## config.mk

```make
export PLATFORM = sky130hd
export DESIGN_NAME = aff2d_ctrl
export DESIGN_NICKNAME = d
export VERILOG_FILES = /design/src/hdl/aff2d_pkg.sv /design/src/hdl/aff2d_ctrl.sv
export SDC_FILE = /design/constraint.sdc
export NUM_CORES = 1
export LEC_CHECK = 0
export ABC_CLOCK_PERIOD_IN_PS = 1700
export BUFFER_PORTS_ARGS = -buffer_cell sky130_fd_sc_hd__buf_2
export CAP_MARGIN = 30
export CORE_MARGIN = 3
export CORE_UTILIZATION = 46
export CTS_CLUSTER_SIZE = 24
export DETAILED_ROUTE_END_ITERATION = 10
export MAX_ROUTING_LAYER = met4
export PLACE_DENSITY_LB_ADDON = 0.2
export SYNTH_ARGS = -nofsm -noshare
export SYNTH_HDL_FRONTEND = slang
export SYNTH_SLANG_ARGS = --single-unit
```

## constraint.sdc

```tcl
create_clock -name i_clk -period 1.7 [get_ports i_clk]
set_input_delay 0.51 -clock i_clk [delete_from_list [all_inputs] [get_ports i_clk]]
set_output_delay 0.51 -clock i_clk [all_outputs]
set_load 0.03 [all_outputs]
```

## src/hdl/aff2d_pkg.sv

```systemverilog
// Shared types, constants and tables of the 2D affine transform engine.
`default_nettype none
package aff2d_pkg;

    localparam logic [2:0] OP_IDENTITY  = 3'd0;
    localparam logic [2:0] OP_TRANSLATE = 3'd1;
    localparam logic [2:0] OP_ROTATE    = 3'd2;
    localparam logic [2:0] OP_SCALE     = 3'd3;
    localparam logic [2:0] OP_SHEAR     = 3'd4;
    localparam logic [2:0] OP_POINT     = 3'd5;

    localparam int CNT_W     = 6;
    localparam int CORD_W    = 34;
    localparam int ACC_W     = 66;
    localparam logic [CORD_W-1:0] CORDIC_GAIN_Q30 = CORD_W'(652032874);

    typedef struct packed {
        logic             capture;
        logic             identity;
        logic             div_quot;
        logic             mod_done;
        logic             div_next;
        logic             div_digit;
        logic             cordic_init;
        logic             cordic_step;
        logic             trig_load;
        logic             mul;
        logic             acc_first;
        logic             acc_add;
        logic             store;
        logic             commit;
        logic             emit;
        logic             k;
        logic             row;
        logic [1:0]       col;
        logic [CNT_W-1:0] cnt;
    } t_cmd;

    function automatic logic [31:0] atan_turn(input logic [4:0] idx);
        logic [31:0] v;
        unique case (idx)
            5'd0:  v = 32'h20000000;
            5'd1:  v = 32'h12E4051E;
            5'd2:  v = 32'h09FB385B;
            5'd3:  v = 32'h051111D4;
            5'd4:  v = 32'h028B0D43;
            5'd5:  v = 32'h0145D7E1;
            5'd6:  v = 32'h00A2F61E;
            5'd7:  v = 32'h00517C55;
            5'd8:  v = 32'h0028BE53;
            5'd9:  v = 32'h00145F2F;
            5'd10: v = 32'h000A2F98;
            5'd11: v = 32'h000517CC;
            5'd12: v = 32'h00028BE6;
            5'd13: v = 32'h000145F3;
            5'd14: v = 32'h0000A2F9;
            5'd15: v = 32'h0000517C;
            5'd16: v = 32'h000028BE;
            5'd17: v = 32'h0000145F;
            5'd18: v = 32'h00000A2F;
            5'd19: v = 32'h00000517;
            5'd20: v = 32'h0000028B;
            5'd21: v = 32'h00000145;
            5'd22: v = 32'h000000A2;
            5'd23: v = 32'h00000051;
            5'd24: v = 32'h00000028;
            5'd25: v = 32'h00000014;
            5'd26: v = 32'h0000000A;
            5'd27: v = 32'h00000005;
            5'd28: v = 32'h00000002;
            5'd29: v = 32'h00000001;
            default: v = 32'h00000000;
        endcase
        return v;
    endfunction

endpackage
`default_nettype wire

```

## src/hdl/aff2d_ctrl.sv

```systemverilog
// Sequencer of the 2D affine transform engine: issues datapath commands per request.
`default_nettype none
module aff2d_ctrl
    import aff2d_pkg::*;
#(
    parameter int CORDIC_STEPS = 16
) (
    input  wire logic       i_clk,
    input  wire logic       i_rst_n,
    input  wire logic       start,
    input  wire logic [2:0] i_operation,
    output logic            busy,
    output t_cmd            o_cmd
);

    localparam logic [3:0] S_IDLE   = 4'd0;
    localparam logic [3:0] S_QUOT   = 4'd1;
    localparam logic [3:0] S_MODR   = 4'd2;
    localparam logic [3:0] S_DIVN   = 4'd3;
    localparam logic [3:0] S_DIG    = 4'd4;
    localparam logic [3:0] S_CINIT  = 4'd5;
    localparam logic [3:0] S_CORD   = 4'd6;
    localparam logic [3:0] S_TRIG   = 4'd7;
    localparam logic [3:0] S_MUL0   = 4'd8;
    localparam logic [3:0] S_ACC0   = 4'd9;
    localparam logic [3:0] S_MUL1   = 4'd10;
    localparam logic [3:0] S_ACC1   = 4'd11;
    localparam logic [3:0] S_STORE  = 4'd12;
    localparam logic [3:0] S_COMMIT = 4'd13;
    localparam logic [3:0] S_EMIT   = 4'd14;

    localparam logic [CNT_W-1:0] PH_MOD    = CNT_W'(0);
    localparam logic [CNT_W-1:0] PH_HI     = CNT_W'(1);
    localparam logic [CNT_W-1:0] PH_LO     = CNT_W'(2);
    localparam logic [CNT_W-1:0] CORD_LAST = CNT_W'(CORDIC_STEPS - 1);

    logic [3:0]       r_state, n_state;
    logic             r_point, n_point;
    logic [CNT_W-1:0] r_cnt, n_cnt;
    logic             r_row, n_row;
    logic [1:0]       r_col, n_col;

    assign busy = (r_state != S_IDLE);

    always_comb begin
        n_state = r_state;
        n_point = r_point;
        n_cnt   = r_cnt;
        n_row   = r_row;
        n_col   = r_col;
        o_cmd   = '0;
        o_cmd.k   = 1'b0;
        o_cmd.row = r_row;
        o_cmd.col = r_col;
        o_cmd.cnt = r_cnt;
        unique case (r_state)
            S_IDLE: begin
                if (start) begin
                    o_cmd.capture = 1'b1;
                    n_cnt   = '0;
                    n_row   = 1'b0;
                    n_col   = (i_operation == OP_POINT) ? 2'd2 : 2'd0;
                    n_point = (i_operation == OP_POINT);
                    priority if (i_operation == OP_IDENTITY) begin
                        o_cmd.identity = 1'b1;
                    end else if (i_operation == OP_ROTATE) begin
                        n_state = S_QUOT;
                    end else if (i_operation == OP_TRANSLATE || i_operation == OP_SCALE ||
                                 i_operation == OP_SHEAR || i_operation == OP_POINT) begin
                        n_state = S_MUL0;
                    end else begin
                        n_state = S_IDLE;
                    end
                end
            end
            S_QUOT: begin
                o_cmd.div_quot = 1'b1;
                n_state = (r_cnt == PH_MOD) ? S_MODR : S_DIG;
            end
            S_MODR: begin
                o_cmd.mod_done = 1'b1;
                n_state = S_DIVN;
            end
            S_DIVN: begin
                o_cmd.div_next = 1'b1;
                n_cnt   = PH_HI;
                n_state = S_QUOT;
            end
            S_DIG: begin
                o_cmd.div_digit = 1'b1;
                if (r_cnt == PH_LO) begin
                    n_cnt   = '0;
                    n_state = S_CINIT;
                end else begin
                    n_cnt   = PH_LO;
                    n_state = S_QUOT;
                end
            end
            S_CINIT: begin
                o_cmd.cordic_init = 1'b1;
                n_cnt   = '0;
                n_state = S_CORD;
            end
            S_CORD: begin
                o_cmd.cordic_step = 1'b1;
                n_cnt = r_cnt + 1'b1;
                if (r_cnt == CORD_LAST) begin
                    n_state = S_TRIG;
                end
            end
            S_TRIG: begin
                o_cmd.trig_load = 1'b1;
                n_state = S_MUL0;
            end
            S_MUL0: begin
                o_cmd.mul = 1'b1;
                n_state = S_ACC0;
            end
            S_ACC0: begin
                o_cmd.acc_first = 1'b1;
                n_state = S_MUL1;
            end
            S_MUL1: begin
                o_cmd.mul = 1'b1;
                o_cmd.k   = 1'b1;
                n_state = S_ACC1;
            end
            S_ACC1: begin
                o_cmd.acc_add = 1'b1;
                n_state = S_STORE;
            end
            S_STORE: begin
                o_cmd.store = 1'b1;
                n_state = S_MUL0;
                if (r_col == 2'd2) begin
                    n_row = 1'b1;
                    n_col = r_point ? 2'd2 : 2'd0;
                    if (r_row) begin
                        n_state = r_point ? S_EMIT : S_COMMIT;
                    end
                end else begin
                    n_col = r_col + 2'd1;
                end
            end
            S_COMMIT: begin
                o_cmd.commit = 1'b1;
                n_state = S_IDLE;
            end
            S_EMIT: begin
                o_cmd.emit = 1'b1;
                n_state = S_IDLE;
            end
            default: begin
                n_state = S_IDLE;
            end
        endcase
    end

    always_ff @(posedge i_clk) begin
        if (!i_rst_n) begin
            r_state <= S_IDLE;
            r_point <= 1'b0;
            r_cnt   <= '0;
            r_row   <= 1'b0;
            r_col   <= 2'd0;
        end else begin
            r_state <= n_state;
            r_point <= n_point;
            r_cnt   <= n_cnt;
            r_row   <= n_row;
            r_col   <= n_col;
        end
    end

endmodule
`default_nettype wire

```

==> results by group <==
Critical path
  • Worst setup EP type: output port
  • Critical R2R Launch: r_state[0]$_SDFFE_PN0P_
  • Worst Path Max Fanout: 2
  • Crit path cell chain: nor4_4 > inv_2 > nor4_4 > and2_4 > buf_6
  • R2r worst-path depth: 8
  • CP Launch Type: flop
  • Kind of critical path: reg2out
  • CP Data Arrival Time: 1.55 ns
  • Data required time of the worst path: 1.19 ns
  • Worst stage delay on the critical path: 0.35 ns
  • Crit-path slowest cell: dfxtp_2
  • CP most frequent cell: nor4_4
  • Worst R2R Setup Slack: -0.05 ns
  • Cell family with most CP delay: simple AND/OR/NAND/NOR gates
  • Worst r2r dst: r_cnt[1]$_SDFFE_PN0P_
  • Bufs and invs on worst path: 2

CTS
  • Cts bufs inserted: 3
  • Clk_lat worst skew: 0.29 ns
  • TritonCTS Sinks: 14
  • TritonCTS clock tree: built
  • CTS Buffer Depth: 2
  • Htree depth: 1
  • CTS root buf: clkbuf_4
  • Clock transition at the registers of the reported paths: 0.09 ns

Synthesis
  • Leading area contributor after synthesis: dfxtp_1
  • Top cells by area, synth: dfxtp_1 (26%), nand2b_1 (4.6%), nor2_1 (4.5%)
  • Post-synthesis sequential area ratio: 0.258
  • Number of flops mapped to enable cells by yosys: 0
  • Share of the synthesized area in the top cell type: 0.258
  • Mapped Area: 1090 um^2
  • Main synth FF type: dfxtp_1
  • #FFs+latches synth: 14
  • Yosys cell types: 45
  • Async SR Flop Fraction: 0
  • Avg Cell Area, Syn: 8.04 um^2
  • Syn. warnings: 0
  • Synthesized instance count: 135
  • Syn_nets: 144

Detailed routing
  • DRT iter0 DRCs: 47
  • # DRC: 0
  • Vias/cell: 6.44
  • ANT nets after route: 0
  • Wirelength per Cell: 21.0 um
  • Detailed Routing Iterations Pass 1: 4
  • Post-Route WL: 4610 um
  • Vias post-DR: 1411

Worst hold path
  • Hold path cells: 2
  • Hold path endpoint: r_point$_SDFFE_PN0P_
  • Worst Hold Class: reg2reg
  • HP Start: r_point$_SDFFE_PN0P_

Flow run
  • Max_cap viols: 0

Power and ir drop
  • Sw frac: 0.385
  • Comb pwr share: 0.488
  • Power density cells: 594 nW/um^2
  • Net load switching power: 414 uW
  • Flop pwr share: 0.330
  • Int Power: 661 uW
  • Clk network pwr share: 0.182
  • Lkg Pwr: 0.000768 uW
  • Peak VDD IR: 0.000699 V

Placement
  • IO Port Bufs: 31
  • GP Congestion: 0.831
  • DP HPWL: 2070 um
  • Placed Area: 1330 um^2
  • Post-Place Cells: 198

Timing
  • RSZ-0062 raised after global routing: true
  • Fmax: 486 MHz
  • Layout Skew: 0.00483 ns
  • Tcrit/Tclk final: 1.21
  • Setup WS post-layout: -0.358 ns
  • Final hold vios: 0
  • Slew headroom: 0.676
  • Slew Limit Fails: 0
  • Worst slew pin tran: 0.482 ns
  • Worst Hold Slack: 0.507 ns
  • Setup TNS: -2.84 ns
  • Post-layout min period: 2.06 ns
  • Final Setup Violations: 23

Global route
  • First-pass GRT wire length: 5300 um
  • Initial antenna violation count: 0
  • Vias in the first global route: 1182
  • GRT overflow: 0
  • Largest net degree at the start of global routing: 11
  • GRT Total Usage: 0.253

Final layout
  • Fillers: 115
  • Area taken by multi-input logic gates: 877 um^2
  • Syn-to-layout area delta: 66.7%
  • Register area: 285 um^2
  • Share of cells above drive strength 1: 0.568
  • Post-route cell area: 1810 um^2
  • Diode count: 0
  • Number of nets in the layout: 203
  • Layout Cells excl Fill: 219
  • Util after Layout: 0.861

Floorplan
  • Site Rows: 16
  • Die Wd: 54.6 um
  • Die height: 54.6 um
  • Initial Util: 0.517
  • Die area: 2980 um^2
  • Core area: 2100 um^2
  • IO Pins: 32

Run status
  • Failing checks: setup timing
  • Status: finished, violations left
synthesized netlist by cell type, types with 2 or more instances:
cell type	number
dfxtp_1	14
nor2_1	13
nand2_1	12
nor3_1	9
a21oi_1	8
nand2b_1	8
inv_1	6
o21ai_0	5
a311oi_1	4
a31oi_1	4
buf_2	4
buf_6	4
buf_4	3
ha_1	3
nand3_1	3
a32oi_1	2
and2_1	2
inv_2	2
nor4_2	2
o31a_1	2
how the worst max path moves through the flow:
stage | from | end | slack [ns] | cells after the start
floorplan | r_state[2]$_SDFFE_PN0P_ | o_cmd[23] | -0.18 | 5
global placement | i_operation[1] | o_cmd[23] | -0.06 | 4
detailed placement | i_operation[1] | o_cmd[23] | -0.12 | 4
CTS | r_state[1]$_SDFFE_PN0P_ | o_cmd[23] | -0.30 | 5
global route | r_state[2]$_SDFFE_PN0P_ | o_cmd[23] | -0.42 | 5
finish | r_state[1]$_SDFFE_PN0P_ | o_cmd[23] | -0.36 | 5
layer usage:
layer | track usage | routed length [um] | up-vias
met5 | - | 0 | -
met2 | 0.441 | 2240 | 89
met1 | 0.287 | 1810 | 687
li1 | - | - | 609
met4 | 0.0954 | 246 | 0
met3 | 0.0381 | 311 | 26
power groups by stage:
stage | Sequential [uW] | Combinational (uW) | Clock, uW
global route | 356 | 546 | 207
finish | 355 | 524 | 196
detailed placement | 358 | 319 | 0
CTS | 353 | 436 | 196
floorplan | 354 | 226 | 0
global placement | 358 | 318 | 0
layout make-up:
class	instances	area share
inverters	9	0.0187
repair buffers	65	0.308
well taps	27	0.0187
flip-flops and latches	14	0.158
multi-input cells	101	0.484
clock buffers	3	0.0124
metrics by stage:
stage               total power, uW  worst slack (ns)
floorplan                       581            -0.178
global placement                676           -0.0578
detailed placement              677            -0.118
CTS                             985            -0.303
global route                   1110            -0.418
finish                         1080            -0.358
flip-flops by register name, indices dropped and copies added (netlist names):
| name | flops |
|---|---|
| r_cnt | 6 |
| r_state | 4 |
| r_col | 2 |
| r_point | 1 |
| r_row | 1 |
logic make-up (layout without fill, tap and decap cells):
family / count (synthesis) / in the layout / synth area share
flops: 14 / 14 / 0.258
fa+ha+maj: 3 / 3 / 0.0346
simple gates: 60 / 60 / 0.335
buf+inv: 20 / 77 / 0.112
mux: 1 / 1 / 0.0138
compound gates: 37 / 37 / 0.247
placed cells by master (no fill, tap or decap), types with 2 or more instances in the layout:
cell type	count
a21oi_1	8
a311oi_1	2
a311oi_2	2
a31oi_1	4
a32oi_1	2
buf_2	14
buf_4	24
buf_6	26
clkbuf_4	3
dfxtp_1	10
dfxtp_2	4
ha_1	3
inv_1	4
inv_2	4
nand2_1	9
nand2_4	4
nand2b_1	3
nand2b_4	5
nand3_1	3
nor2_1	6
nor2_4	7
nor3_1	4
nor3_2	5
nor4_4	2
o21ai_0	5
o31a_1	2
worst reg2reg max path, delay by kind of cell, from the launching register on:
family	cells	cell delay (ns)
buffers and inverters	4	0.50
flip-flops	1	0.35
AND/OR/NAND/NOR	1	0.14
AO/OA/AOI/OAI	3	0.63
repair_timing:
| item | 4_1_cts | 5_1_grt |
|---|---|---|
| resized for setup | 56 | 33 |
| setup buffers | 15 | 4 |
| pin swaps | 6 | 14 |
| setup endpoints to repair | 17 | 28 |
| hold buffers | 0 | 0 |
| cloned | 1 | 1 |
(Power assumes the default switching activity.)
